[src/sv/keyed_doubly_linked_table_defines.svh]
// Assertion macros shared by the table's modules.
// IMP checks the consequent in the same cycle, NEXT in the cycle after.
`ifndef KEYED_DOUBLY_LINKED_TABLE_DEFINES_SVH
`define KEYED_DOUBLY_LINKED_TABLE_DEFINES_SVH

`define KDLT_ASSERT_IMP(lbl, clk, rst_n, ante, cons, msg) \
  lbl: assert property (@(posedge clk) disable iff (!rst_n) (ante) |-> (cons)) \
    else $error(msg);

`define KDLT_ASSERT_NEXT(lbl, clk, rst_n, ante, cons, msg) \
  lbl: assert property (@(posedge clk) disable iff (!rst_n) (ante) |=> (cons)) \
    else $error(msg);

`endif

[src/sv/kdlt_pkg.sv]
`timescale 1ns / 1ps
`default_nettype none

package kdlt_pkg;

  // Defaults for the top level parameters
  localparam int POOL_DEPTH_DEF    = 64;
  localparam int PAYLOAD_BYTES_DEF = 4;

  // Fixed field widths
  localparam int CMD_W    = 3;
  localparam int KEY_W    = 16;
  localparam int DATA_W   = 32;
  localparam int STATUS_W = 2;
  localparam int COUNT_W  = 7;
  localparam int CAP_W    = 7;

  // Register port
  localparam int APB_AW = 3;
  localparam int APB_DW = 32;
  localparam logic [0:0]       REG_CAPACITY = 1'b0;
  localparam logic [CAP_W-1:0] CAP_RESET    = 7'd64;

  typedef enum logic [CMD_W-1:0] {
    CMD_INSERT    = 3'd0,
    CMD_REMOVE    = 3'd1,
    CMD_FIND      = 3'd2,
    CMD_FIND_NEXT = 3'd3,
    CMD_FIND_PREV = 3'd4
  } cmd_e;

  typedef enum logic [STATUS_W-1:0] {
    ST_OK           = 2'd0,
    ST_FULL         = 2'd1,
    ST_NOT_FOUND    = 2'd2,
    ST_NO_NEIGHBOUR = 2'd3
  } status_e;

  typedef struct packed {
    logic [CMD_W-1:0]  cmd;
    logic [KEY_W-1:0]  key;
    logic [DATA_W-1:0] data_word;
  } in_item_t;

  typedef struct packed {
    logic [STATUS_W-1:0] status;
    logic [KEY_W-1:0]    found_key;
    logic [DATA_W-1:0]   found_data;
    logic [COUNT_W-1:0]  entry_count;
  } out_item_t;

  // Controller states
  typedef enum logic [7:0] {
    S_IDLE     = 8'b0000_0001,
    S_INS_WR   = 8'b0000_0010,
    S_INS_LINK = 8'b0000_0100,
    S_WALK     = 8'b0000_1000,
    S_REM_A    = 8'b0001_0000,
    S_REM_B    = 8'b0010_0000,
    S_NB_RD    = 8'b0100_0000,
    S_RESP     = 8'b1000_0000
  } state_e;

  // Source of the result fields
  typedef enum logic [2:0] {
    RES_OK           = 3'd0,
    RES_FULL         = 3'd1,
    RES_NOT_FOUND    = 3'd2,
    RES_NO_NEIGHBOUR = 3'd3,
    RES_ENTRY        = 3'd4
  } res_src_e;

  // Controller to datapath commands
  typedef struct packed {
    logic     latch_item;
    logic     rd_free;
    logic     rd_head;
    logic     rd_next;
    logic     rd_prev;
    logic     walk_step;
    logic     ins_write;
    logic     ins_link;
    logic     rem_latch;
    logic     rem_unlink;
    logic     rem_free;
    logic     set_res;
    res_src_e res_src;
    logic     load_out;
  } dp_ctrl_t;

  // Datapath to controller status
  typedef struct packed {
    logic [CMD_W-1:0] cmd;
    logic             full;
    logic             head_null;
    logic             tail_null;
    logic             key_hit;
    logic             next_null;
    logic             prev_null;
    logic             walk_end;
  } dp_stat_t;

endpackage

`default_nettype wire

[src/sv/kdlt_ctrl.sv]
`timescale 1ns / 1ps
`default_nettype none

`include "keyed_doubly_linked_table_defines.svh"

module kdlt_ctrl (
  input  wire logic                      clk_i,
  input  wire logic                      rst_ni,
  input  wire logic                      in_valid_i,
  input  wire logic [kdlt_pkg::CMD_W-1:0] in_cmd_i,
  output logic                           in_ready_o,
  output logic                           out_valid_o,
  input  wire logic                      out_ready_i,
  input  wire kdlt_pkg::dp_stat_t        stat_i,
  output kdlt_pkg::dp_ctrl_t             ctrl_o
);

  kdlt_pkg::state_e   state_q, state_d;
  logic               out_valid_q, out_valid_d;
  logic               accept;
  kdlt_pkg::dp_ctrl_t ctrl;

  assign in_ready_o  = (state_q == kdlt_pkg::S_IDLE);
  assign accept      = in_valid_i & in_ready_o;
  assign out_valid_o = out_valid_q;
  assign ctrl_o      = ctrl;

  // Sequence one command through the datapath
  always_comb begin
    ctrl    = '0;
    state_d = state_q;
    case (state_q)
      kdlt_pkg::S_IDLE: begin
        if (accept) begin
          ctrl.latch_item = 1'b1;
          case (in_cmd_i)
            kdlt_pkg::CMD_INSERT: begin
              if (stat_i.full) begin
                ctrl.set_res = 1'b1;
                ctrl.res_src = kdlt_pkg::RES_FULL;
                state_d      = kdlt_pkg::S_RESP;
              end else begin
                ctrl.rd_free = 1'b1;
                state_d      = kdlt_pkg::S_INS_WR;
              end
            end
            kdlt_pkg::CMD_REMOVE, kdlt_pkg::CMD_FIND,
            kdlt_pkg::CMD_FIND_NEXT, kdlt_pkg::CMD_FIND_PREV: begin
              if (stat_i.head_null) begin
                ctrl.set_res = 1'b1;
                ctrl.res_src = kdlt_pkg::RES_NOT_FOUND;
                state_d      = kdlt_pkg::S_RESP;
              end else begin
                ctrl.rd_head = 1'b1;
                state_d      = kdlt_pkg::S_WALK;
              end
            end
            default: begin
              ctrl.set_res = 1'b1;
              ctrl.res_src = kdlt_pkg::RES_OK;
              state_d      = kdlt_pkg::S_RESP;
            end
          endcase
        end
      end
      kdlt_pkg::S_INS_WR: begin
        ctrl.ins_write = 1'b1;
        ctrl.set_res   = 1'b1;
        ctrl.res_src   = kdlt_pkg::RES_OK;
        state_d        = stat_i.tail_null ? kdlt_pkg::S_RESP : kdlt_pkg::S_INS_LINK;
      end
      kdlt_pkg::S_INS_LINK: begin
        ctrl.ins_link = 1'b1;
        state_d       = kdlt_pkg::S_RESP;
      end
      kdlt_pkg::S_WALK: begin
        if (stat_i.key_hit) begin
          case (stat_i.cmd)
            kdlt_pkg::CMD_REMOVE: begin
              ctrl.rem_latch = 1'b1;
              ctrl.set_res   = 1'b1;
              ctrl.res_src   = kdlt_pkg::RES_OK;
              state_d        = kdlt_pkg::S_REM_A;
            end
            kdlt_pkg::CMD_FIND_NEXT: begin
              if (stat_i.next_null) begin
                ctrl.set_res = 1'b1;
                ctrl.res_src = kdlt_pkg::RES_NO_NEIGHBOUR;
                state_d      = kdlt_pkg::S_RESP;
              end else begin
                ctrl.rd_next = 1'b1;
                state_d      = kdlt_pkg::S_NB_RD;
              end
            end
            kdlt_pkg::CMD_FIND_PREV: begin
              if (stat_i.prev_null) begin
                ctrl.set_res = 1'b1;
                ctrl.res_src = kdlt_pkg::RES_NO_NEIGHBOUR;
                state_d      = kdlt_pkg::S_RESP;
              end else begin
                ctrl.rd_prev = 1'b1;
                state_d      = kdlt_pkg::S_NB_RD;
              end
            end
            default: begin
              ctrl.set_res = 1'b1;
              ctrl.res_src = kdlt_pkg::RES_ENTRY;
              state_d      = kdlt_pkg::S_RESP;
            end
          endcase
        end else if (stat_i.next_null || stat_i.walk_end) begin
          ctrl.set_res = 1'b1;
          ctrl.res_src = kdlt_pkg::RES_NOT_FOUND;
          state_d      = kdlt_pkg::S_RESP;
        end else begin
          ctrl.rd_next   = 1'b1;
          ctrl.walk_step = 1'b1;
        end
      end
      kdlt_pkg::S_REM_A: begin
        ctrl.rem_unlink = 1'b1;
        state_d         = kdlt_pkg::S_REM_B;
      end
      kdlt_pkg::S_REM_B: begin
        ctrl.rem_free = 1'b1;
        state_d       = kdlt_pkg::S_RESP;
      end
      kdlt_pkg::S_NB_RD: begin
        ctrl.set_res = 1'b1;
        ctrl.res_src = kdlt_pkg::RES_ENTRY;
        state_d      = kdlt_pkg::S_RESP;
      end
      kdlt_pkg::S_RESP: begin
        // Hand over once the output register is free
        if (!out_valid_q || out_ready_i) begin
          ctrl.load_out = 1'b1;
          state_d       = kdlt_pkg::S_IDLE;
        end
      end
      default: begin
        state_d = kdlt_pkg::S_IDLE;
      end
    endcase
  end

  // Hold the result until the transaction completes
  always_comb begin
    if (ctrl.load_out) begin
      out_valid_d = 1'b1;
    end else if (out_ready_i) begin
      out_valid_d = 1'b0;
    end else begin
      out_valid_d = out_valid_q;
    end
  end

  always_ff @(posedge clk_i or negedge rst_ni) begin
    if (!rst_ni) begin
      state_q     <= kdlt_pkg::S_IDLE;
      out_valid_q <= 1'b0;
    end else begin
      state_q     <= state_d;
      out_valid_q <= out_valid_d;
    end
  end

  `KDLT_ASSERT_NEXT(a_full_insert_answers, clk_i, rst_ni, accept && (in_cmd_i == kdlt_pkg::CMD_INSERT) && stat_i.full, state_q == kdlt_pkg::S_RESP, "full insert did not go straight to response")
  `KDLT_ASSERT_NEXT(a_remove_hit_unlinks, clk_i, rst_ni, (state_q == kdlt_pkg::S_WALK) && stat_i.key_hit && (stat_i.cmd == kdlt_pkg::CMD_REMOVE), state_q == kdlt_pkg::S_REM_A, "remove hit did not start unlinking")
  `KDLT_ASSERT_NEXT(a_result_held, clk_i, rst_ni, out_valid_q && !out_ready_i, out_valid_q, "result dropped before its transaction completed")

endmodule

`default_nettype wire

[config.mk]
export PLATFORM = sky130hd
export DESIGN_NAME = kdlt_ctrl
export DESIGN_NICKNAME = d
export VERILOG_FILES = /design/src/sv/kdlt_pkg.sv /design/src/sv/kdlt_ctrl.sv
export VERILOG_INCLUDE_DIRS = /design/src /design/src/sv
export SDC_FILE = /design/constraint.sdc
export NUM_CORES = 1
export LEC_CHECK = 0
export ABC_AREA = 1
export BUFFER_PORTS_ARGS = -buffer_cell sky130_fd_sc_hd__buf_2
export CAP_MARGIN = 10
export CORE_MARGIN = 3
export CORE_UTILIZATION = 46
export DETAILED_ROUTE_END_ITERATION = 6
export HOLD_SLACK_MARGIN = 0.08
export PLACE_DENSITY = 0.82
export SLEW_MARGIN = 20
export SYNTH_ARGS = -nofsm -noshare
export SYNTH_HDL_FRONTEND = slang
export SYNTH_SLANG_ARGS = --single-unit
[constraint.sdc]
create_clock -name clk_i -period 1.4 [get_ports clk_i]
set_input_delay 0.14 -clock clk_i [delete_from_list [all_inputs] [get_ports clk_i]]
set_output_delay 0.14 -clock clk_i [all_outputs]
set_load 0.1 [all_outputs]
==> flow_metrics.py, run 1 <==
metrics = {
    "yosys": {
        "synth_nets": 145,
        "ys_ff_latch": 9,
        "synth_cells": 128,
        "synth_area_um2": 807,
        "synth_top_area_share_pct": 24.8,
        "synth_warnings": 0,
        "yosys-top-cells-area": "dfrtp_1 (25%), nand2_1 (12%), nor2_1 (11%)",
        "ys_seq_area_share_pct": 28.1,
        "synthDistinctLibCells": 22,
        "synth.avg_cell_area_um2": 6.30,
        "synth_top_area_cell": "dfrtp_1",
    },
    "cts": {
        "cts_hold_buf": 3,
        "numCtsBuffers": 3,
        "htree_levels": 1,
        "cts.path.max_buffers": 2,
        "cts_resized": 38,
        "cts-root-buf": "clkbuf_4",
        "cts_setup_buffers": 10,
        "numClockSinks": 9,
    },
    "placed_design": {
        "dp_slack_ps": -210,
        "hpwl_um": 3050,
        "port_buffers": 34,
        "gp_congestion": 0.939,
    },
    "floorplan": {
        "ioPinCount": 35,
        "die_x_um": 47.9,
        "die_h_um": 47.9,
        "start_util_pct": 51.2,
        "rows": 14,
    },
    "status": {
        "stop_error": "[ERROR DPL-0038] Utilization greater than 100%, impossible to legalize",
        "status": "stopped before the end",
        "lastStage": "4_1_cts",
    },
}
==> Yosys cell counts <==
| master | count |
|---|---|
| nand2_1 | 26 |
| nor3_1 | 5 |
| nand3_2 | 1 |
| dfstp_2 | 1 |
| nor4_1 | 2 |
| a21oi_1 | 1 |
| nor2_4 | 2 |
| inv_2 | 2 |
| o21ai_0 | 5 |
| dfrtp_1 | 8 |
| buf_4 | 1 |
| nor2_2 | 2 |
| nand3_1 | 13 |
| inv_1 | 22 |
| nand2_4 | 2 |
| nand2_2 | 2 |
| nor2_1 | 24 |
| nand3b_1 | 1 |
| nand4_1 | 4 |
| nor2_8 | 1 |
| o31ai_2 | 2 |
| o21ai_1 | 1 |
==> cells by family after synthesis <==
logic type,after synthesis,synth area share [%]
AO/OA/AOI/OAI,9,7.44
AND/OR/NAND/NOR,85,52.4
flip-flops,9,28.1
buffers and inverters,25,12.1
==> through the flow <==
stage	area, um2	util [%]	cells
after floorplan	938	-	128
after global placement	1530	97.3	198
after detailed placement	1530	97.3	198
==> run 2, diff against run 1 <==
--- a/config.mk
+++ b/config.mk
@@ -9,11 +9,10 @@
 export ABC_AREA = 1
 export BUFFER_PORTS_ARGS = -buffer_cell sky130_fd_sc_hd__buf_2
 export CAP_MARGIN = 10
-export CORE_MARGIN = 3
-export CORE_UTILIZATION = 46
+export CORE_AREA = 3 3 64 66
 export DETAILED_ROUTE_END_ITERATION = 6
-export HOLD_SLACK_MARGIN = 0.08
-export PLACE_DENSITY = 0.82
+export DIE_AREA = 0 0 67 69
+export PLACE_DENSITY_LB_ADDON = 0.15
 export SLEW_MARGIN = 20
 export SYNTH_ARGS = -nofsm -noshare
 export SYNTH_HDL_FRONTEND = slang
==> run 2 against run 1 <==
  * The flow now finishes, with violations (negative setup slack)
  * Synthesized cell count stayed put
  * Synthesized area stayed put
==> flow_metrics.py, run 2 <==
metrics = {
    "yosys": {
        "synth_warnings": 0,
        "synth.avg_cell_area_um2": 6.30,
        "ys.flop_type": "dfrtp_1",
        "synthDistinctLibCells": 22,
        "yosysMostFrequentCell": "nand2_1",
        "synth_top_area_share_pct": 24.8,
        "synth_cells": 128,
        "yosys-top-cells-count": "nand2_1 (26), nor2_1 (24), inv_1 (22)",
        "async_flop_share_pct": 100,
        "synth_top_area_cell": "dfrtp_1",
        "synth_area_um2": 807,
        "ys_ff_latch": 9,
        "synth-edff-count": 0,
        "ys_seq_area_share_pct": 28.1,
        "yosys-top-cells-area": "dfrtp_1 (25%), nand2_1 (12%), nor2_1 (11%)",
        "synth_nets": 145,
    },
    "layout": {
        "fill_cells": 340,
        "antenna_cells": 0,
        "nets": 215,
        "top_register": "state_q",
        "largest_reg_flops": 8,
        "instances_no_fill": 245,
        "area_growth_pct": 149,
        "drive_above_1_share_pct": 67.0,
        "layout_common_cells": "buf_12 (18), buf_4 (18), buf_2 (17)",
    },
    "placed_design": {
        "dp_slack_ps": -206,
        "hpwl_um": 2150,
        "dp_cells": 232,
        "port_buffers": 34,
        "gp_congestion": 0.852,
    },
    "routing": {
        "drt-total-wl_um": 2910,
        "ant_nets": 0,
        "drc": 0,
        "first_pass_iters": 4,
        "via_per_inst": 4.36,
        "drt_iter0_markers": 29,
        "vias": 1069,
        "wl_per_cell_um": 11.9,
    },
    "setup_path": {
        "timing.rr.start": "state_q[0]",
        "cp_data_required_time_ps": 1260,
        "crit_fanout": 5,
        "reg2regPathDepth": 11,
        "worst-setup-path-type": "flop to output pin",
        "cp-end-kind": "output pin",
        "endpoint": "ctrl_o[12]",
        "arrival_ps": 1600,
        "r2r_end": "state_q[0]",
        "timing.reg2reg.setup_slack_ps": -150,
        "cp-start-kind": "flop",
        "setup.worst_path.start": "state_q[4]",
    },
    "floorplan": {
        "die_x_um": 67,
        "die_h_um": 69,
        "start_util_pct": 22.2,
        "coreArea_um2": 3630,
        "ioPinCount": 35,
        "dieArea_um2": 4620,
        "rows": 22,
    },
    "global_routing": {
        "antenna_found_initial": 0,
        "gr-total-overflow": 0,
        "grt_pass1_vias": 1135,
        "track_usage_pct": 13.1,
        "grt_max_degree": 10,
        "grt_pass1_wl_um": 4730,
    },
    "cts": {
        "cts-root-buf": "clkbuf_8",
        "tritoncts": "yes",
        "clkTransAtPathRegs_ps": 40,
        "cts.path.max_buffers": 2,
        "numClockSinks": 9,
        "htree_levels": 1,
        "numCtsBuffers": 3,
        "clk_latency_ps": 230,
    },
    "pwr": {
        "p_leak_nw": 0.921,
        "ir_drop_mv": 0.622,
        "power_density_nw_per_um2": 1270,
    },
    "status": {
        "violations": "negative setup slack",
        "status": "finished with violations",
    },
    "sta": {
        "whs_ps": 86.3,
        "rsz0062_at_grt": "true",
        "final.period_utilization_pct": 125,
        "hold_viol_final": 0,
        "fin_ws_ps": -344,
        "min_period_ps": 1740,
        "setup_viol": 19,
        "clock_skew_ps": 1.07,
        "worstMarginPinSlew_ps": 487,
        "relSlewSlack_pct": 67.7,
        "fmax_mhz": 574,
        "slew_viol_final": 0,
    },
    "worst_hold_path": {
        "worstHoldPathType": "primary input to flop",
    },
    "run": {
        "drv_cap": 0,
    },
}
==> run 2: cell counts after synthesis <==
Identical to the previous run, type by type.
==> run 2: power breakdown <==
group	total (W)	switching [W]	leakage [nW]	internal [W]
clock	0.000296	0.0000979	0.0228	0.000198
combinational	0.00189	0.00117	0.779	0.000716
sequential	0.000367	0.0000467	0.119	0.000320
total	0.00255	0.00131	0.921	0.00123
==> run 2: cell families (layout without fill, tap and decap cells) <==
group	Yosys count	after routing	synth area share, %
AND/OR/NAND/NOR	85	85	52.4
AO/OA/AOI/OAI	9	9	7.44
buffers and inverters	25	94	12.1
flip-flops	9	9	28.1
==> run 2: cell type report <==
cell class | instances | area, um2 | share of cell area, %
clock buffer | 4 | 45.0 | 2.24
inverter | 24 | 111 | 5.55
multi-input combinational | 94 | 837 | 41.7
sequential | 9 | 228 | 11.3
tap | 48 | 60.1 | 2.99
timing repair buffer | 66 | 726 | 36.2
==> run 2: repair_timing <==
action                                  CTS  global route
endpoints found under the setup margin   19            20
setup buffers                             6             4
pin swaps                                18            23
gates resized for setup                  44            32
hold endpoints to repair                  9             0
gates cloned                              0             0
hold buffers                              1             0
==> run 2: worst max-delay path, stage by stage (launching register included) <==
cell and delay, ps:
dfrtp_1 410, nor2_4 150, nand2_4 90, nor2_8 190, nand2_8 100, o31ai_4 220
buf_12 210
==> run 2: worst min-delay path by stage <==
stage | cells after the start | startpoint | slack (ps) | endpoint
global route | 2 | stat_i[4] | 100 | state_q[2]
global placement | 1 | rst_ni | 2 | state_q[7]
finish | 2 | stat_i[4] | 90 | state_q[2]
detailed placement | 1 | rst_ni | 3 | state_q[4]
floorplan | 0 | rst_ni | -160 | out_valid_o
CTS | 2 | stat_i[4] | 80 | state_q[2]
==> run 2: layer usage <==
layer | share of wire, % | track usage [%]
met1 | 37 | 15.1
met2 | 56 | 22.4
met3 | 5.7 | 2.61
met4 | 1.8 | 6.08
met5 | 0 | 0
==> run 2: per-stage QoR <==
stage	util, %	power, W	setup TNS [ps]	area, um2
floorplan	-	0.00134	-8300	938
global placement	43.7	0.00187	-985	1590
detailed placement	43.7	0.00188	-1150	1590
CTS	51.2	0.00240	-4550	1860
global route	55.2	0.00269	-5630	2010
finish	55.2	0.00255	-4440	2010
(Power assumes the default switching activity.)
==> run 3, diff against run 2 <==
--- a/config.mk
+++ b/config.mk
@@ -13,6 +13,7 @@
 export DETAILED_ROUTE_END_ITERATION = 6
 export DIE_AREA = 0 0 67 69
 export PLACE_DENSITY_LB_ADDON = 0.15
+export RECOVER_POWER = 25
 export SLEW_MARGIN = 20
 export SYNTH_ARGS = -nofsm -noshare
 export SYNTH_HDL_FRONTEND = slang
==> run 3 against run 2 <==
  * The flow still finishes with violations (negative setup slack)
  * Power is essentially flat
  * Sequential share of layout area is essentially flat
  * Register-to-register slack is essentially flat
  * Cell area is essentially flat
  * Non-clock buffer count is the same
  * Sequential power is essentially flat
  * Critical endpoint unchanged
==> flow_metrics.py, run 3 (same netlist as run 2, synthesis figures left out) <==
metrics = {
    "placed_design": {
        "gp_congestion": 0.852,
        "port_buffers": 34,
        "dp_cells": 232,
        "dp_slack_ps": -206,
        "hpwl_um": 2150,
    },
    "layout": {
        "final_util_pct": 55.2,
        "drive_above_1_share_pct": 66.5,
        "layout_common_cells": "buf_12 (18), buf_4 (18), buf_2 (16)",
        "top_register": "state_q",
        "fill_cells": 341,
        "antenna_cells": 0,
        "nets": 215,
        "largest_reg_flops": 8,
        "instances_no_fill": 245,
        "area_growth_pct": 149,
    },
    "cts": {
        "htree_levels": 1,
        "clkTransAtPathRegs_ps": 40,
        "cts.path.max_buffers": 2,
        "tritoncts": "yes",
        "clk_latency_ps": 230,
        "numCtsBuffers": 3,
        "cts-root-buf": "clkbuf_8",
        "numClockSinks": 9,
    },
    "routing": {
        "vias": 1069,
        "first_pass_iters": 4,
        "drt_iter0_markers": 29,
        "via_per_inst": 4.36,
        "ant_nets": 0,
        "drc": 0,
        "wl_per_cell_um": 11.9,
        "drt-total-wl_um": 2910,
    },
    "global_routing": {
        "antenna_found_initial": 0,
        "track_usage_pct": 13.1,
        "grt_pass1_vias": 1135,
        "gr-total-overflow": 0,
        "grt_max_degree": 10,
        "grt_pass1_wl_um": 4730,
    },
    "sta": {
        "hold_viol_final": 0,
        "worstMarginPinSlew_ps": 496,
        "fmax_mhz": 574,
        "min_period_ps": 1740,
        "final.period_utilization_pct": 125,
        "fin_ws_ps": -344,
        "setup_viol": 19,
        "slew_viol_final": 0,
        "rsz0062_at_grt": "true",
        "clock_skew_ps": 1.08,
        "relSlewSlack_pct": 66.9,
    },
    "setup_path": {
        "setup.worst_path.start": "state_q[4]",
        "cp-end-kind": "output pin",
        "timing.reg2reg.setup_slack_ps": -150,
        "cp-start-kind": "flop",
        "worst-setup-path-type": "flop to output pin",
        "crit_fanout": 5,
        "timing.rr.start": "state_q[0]",
        "arrival_ps": 1600,
        "r2r_end": "state_q[0]",
        "reg2regPathDepth": 11,
        "cp_data_required_time_ps": 1260,
    },
    "pwr": {
        "p_leak_nw": 0.918,
        "power_density_nw_per_um2": 1270,
        "ir_drop_mv": 0.622,
    },
    "floorplan": {
        "dieArea_um2": 4620,
        "die_h_um": 69,
        "start_util_pct": 22.2,
        "die_x_um": 67,
        "rows": 22,
        "ioPinCount": 35,
        "coreArea_um2": 3630,
    },
    "status": {
        "violations": "negative setup slack",
        "status": "finished with violations",
    },
    "worst_hold_path": {
        "hold_path_end": "state_q[2]",
        "worstHoldStart": "stat_i[4]",
        "hold_depth": 2,
        "worstHoldPathType": "primary input to flop",
    },
    "run": {
        "drv_cap": 0,
    },
}
run 3: how the worst max path moves through the flow:
stage            endpoint  slack (ps)  cells past startpoint
2_1_floorplan   ctrl_o[1]       -1050                      5
3_3_place_gp    ctrl_o[4]        -200                      7
3_5_place_dp    ctrl_o[4]        -210                      7
4_1_cts         ctrl_o[1]        -360                      6
5_1_grt        ctrl_o[12]        -410                      6
6_report       ctrl_o[12]        -340                      6
run 3: area by class of cell:
| type | instances | area (um2) | area share, % |
|---|---|---|---|
| sequential | 9 | 228 | 11.4 |
| clock buffer | 4 | 45.0 | 2.25 |
| multi-input combinational | 94 | 837 | 41.7 |
| tap | 48 | 60.1 | 2.99 |
| inverter | 24 | 111 | 5.55 |
| timing repair buffer | 66 | 724 | 36.1 |
run 3: repair_timing:
action,in CTS,in global routing
hold buffers,1,0
hold endpoints to repair,9,0
resized for setup,44,32
setup endpoints to repair,19,20
setup buffers,6,4
pin swaps,18,23
run 3: layer usage:
layer	part of all wire, %	global-route usage [%]	wire length (um)	vias up
met4	1.8	6.08	51	0
met1	37	15.1	1070	482
met3	5.7	2.61	167	5
li1	-	-	-	550
met5	0	0	0	-
met2	56	22.4	1620	32
run 3: worst max-delay path, cell delays in order, from the launching register on:
cell and delay [ps]:
dfrtp_1 410, nor2_4 150, nand2_4 90, nor2_8 190, nand2_8 100, o31ai_4 220, buf_12 210
run 3: where the power goes:
part	switching (W)	internal [W]
logic	0.00117	0.000716
registers	0.0000467	0.000320
clock network	0.0000979	0.000198
total	0.00131	0.00123
run 3: metrics by stage:
stage / hold slack [ps] / setup TNS (ps) / total power, W / cell area, um2
2_1_floorplan: -156 / -8300 / 0.00134 / 938
3_3_place_gp: 1.60 / -985 / 0.00187 / 1590
3_5_place_dp: 3.42 / -1150 / 0.00188 / 1590
4_1_cts: 84.9 / -4550 / 0.00240 / 1860
5_1_grt: 105 / -5630 / 0.00269 / 2010
6_report: 86.3 / -4440 / 0.00255 / 2010
==> run 4, diff against run 3 <==
--- a/config.mk
+++ b/config.mk
@@ -12,8 +12,9 @@
 export CORE_AREA = 3 3 64 66
 export DETAILED_ROUTE_END_ITERATION = 6
 export DIE_AREA = 0 0 67 69
-export PLACE_DENSITY_LB_ADDON = 0.15
+export PLACE_DENSITY_LB_ADDON = 0.12
 export RECOVER_POWER = 25
+export SKIP_CTS_REPAIR_TIMING = 1
 export SLEW_MARGIN = 20
 export SYNTH_ARGS = -nofsm -noshare
 export SYNTH_HDL_FRONTEND = slang
==> run 4 against run 3 <==
  * The run still ends with negative setup slack left
  * Clock skew up 2.3 ps
  * Cell count down 1.6%
  * Sequential cell count stayed put
  * Utilization is 6.2 points lower
  * Non-clock buffer count fell by 4
  * Count of clock-buffer cells in the layout unchanged
  * Setup slack worse by 5.8 ps
  * Highest routed layer unchanged
  * Sequential share of layout area up 1.4 points
  * Cell area fell by 11%
  * Critical endpoint is now ctrl_o[1]
==> flow_metrics.py, run 4 (same netlist as run 2, synthesis figures left out) <==
metrics = {
    "setup_path": {
        "arrival_ps": 1610,
        "cp-end-kind": "output pin",
        "timing.rr.start": "state_q[0]",
        "cp_data_required_time_ps": 1260,
        "crit_fanout": 6,
        "setup.worst_path.start": "state_q[4]",
        "worst-setup-path-type": "flop to output pin",
        "cp-start-kind": "flop",
    },
    "global_routing": {
        "grt_max_degree": 10,
        "track_usage_pct": 11.0,
        "antenna_found_initial": 0,
        "grt_pass1_vias": 967,
        "grt_pass1_wl_um": 4050,
        "gr-total-overflow": 0,
    },
    "cts": {
        "clk_latency_ps": 230,
        "cts.path.max_buffers": 2,
        "htree_levels": 1,
        "cts-root-buf": "clkbuf_8",
        "clkTransAtPathRegs_ps": 40,
        "tritoncts": "yes",
        "numCtsBuffers": 3,
        "numClockSinks": 9,
    },
    "sta": {
        "slew_viol_final": 0,
        "setup_viol": 19,
        "rsz0062_at_grt": "true",
        "hold_viol_final": 0,
        "worstMarginPinSlew_ps": 511,
        "relSlewSlack_pct": 65.9,
        "clock_skew_ps": 3.34,
        "min_period_ps": 1750,
        "fmax_mhz": 572,
        "whs_ps": 86.1,
        "final.period_utilization_pct": 125,
        "fin_ws_ps": -349,
    },
    "status": {
        "status": "finished with violations",
        "violations": "negative setup slack",
    },
    "placed_design": {
        "gp_congestion": 0.847,
        "dp_cells": 229,
        "port_buffers": 34,
        "hpwl_um": 2110,
    },
    "layout": {
        "drive_above_1_share_pct": 59.6,
        "fill_cells": 364,
        "final_common_cell": "buf_4",
        "largest_reg_flops": 8,
        "nets": 211,
        "instances_no_fill": 241,
        "layout_common_cells": "buf_4 (25), buf_12 (17), nand2_1 (16), buf_2 (16), inv_1 (14)",
        "antenna_cells": 0,
        "top_register": "state_q",
        "area_growth_pct": 120,
    },
    "floorplan": {
        "start_util_pct": 22.2,
        "ioPinCount": 35,
        "rows": 22,
        "die_x_um": 67,
        "dieArea_um2": 4620,
        "coreArea_um2": 3630,
        "die_h_um": 69,
    },
    "pwr": {
        "power_density_nw_per_um2": 1280,
        "pwr-share-seq_pct": 16.1,
        "clockPowerShare_pct": 12.7,
        "switching_share_pct": 52.3,
        "combPwrFrac_pct": 71.2,
        "p_leak_nw": 0.841,
        "ir_drop_mv": 0.410,
        "p_sw_w": 0.00119,
        "p_int_w": 0.00108,
    },
    "routing": {
        "vias": 1030,
        "first_pass_iters": 4,
        "drt-total-wl_um": 2450,
        "drc": 0,
        "wl_per_cell_um": 10.2,
        "drt_iter0_markers": 28,
        "ant_nets": 0,
        "via_per_inst": 4.27,
    },
    "worst_hold_path": {
        "worstHoldStart": "stat_i[4]",
        "worstHoldPathType": "primary input to flop",
    },
    "run": {
        "drv_cap": 0,
    },
}
## run 4: stage by stage
| stage | power (W) | utilization [%] | area (um2) | TNS (ps) | setup WS, ps |
|---|---|---|---|---|---|
| final | 0.00227 | 49.0 | 1780 | -4000 | -349 |
| after global placement | 0.00183 | 43.1 | 1570 | -923 | -196 |
| after floorplan | 0.00134 | - | 938 | -8300 | -1050 |
| after CTS | 0.00213 | 44.4 | 1610 | -4940 | -451 |
| after global routing | 0.00241 | 49.0 | 1780 | -5430 | -431 |
| after detailed placement | 0.00184 | 43.1 | 1570 | -1020 | -185 |
## run 4: power groups by stage
stage	Clock (W)	Sequential [W]	Combinational, W
floorplan	0	0.000458	0.000882
global placement	0	0.000359	0.00147
detailed placement	0	0.000361	0.00147
CTS	0.000296	0.000358	0.00148
global route	0.000316	0.000373	0.00172
finish	0.000289	0.000365	0.00162
## run 4: area by class of cell
| cell class | count | area, um2 | share of cell area [%] |
|---|---|---|---|
| Tap cell | 48 | 60.1 | 3.38 |
| Inverter | 24 | 104 | 5.84 |
| Multi-Input combinational cell | 94 | 698 | 39.2 |
| Timing Repair Buffer | 62 | 644 | 36.2 |
| Sequential cell | 9 | 228 | 12.8 |
| Clock buffer | 4 | 45.0 | 2.53 |
## run 4: worst max-delay path, cell delays in order, from the launching register on
cell     delay, ps
dfrtp_1        410
nor2_4         150
nand2_4         90
nor2_4         150
nand2_4        100
o31ai_4        270
buf_12         210
## run 4: final timing paths
kind	endpoint	slack, ps	depth (start not counted)
max	ctrl_o[1]	-350	6
min	state_q[2]	90	2
max reg2reg	state_q[0]	-70	10
min in group asynchronous	state_q[1]	400	2
min reg2reg	out_valid_o	580	2
max in group asynchronous	out_valid_o	630	2
## run 4: layer usage
layer  vias up  part of all wire [%]  track usage (%)
li1        537                     -                -
met4         0                   1.1             4.05
met2        28                    51             18.3
met3         2                   6.5             2.44
met1       463                    41             13.6
met5         -                     0                0
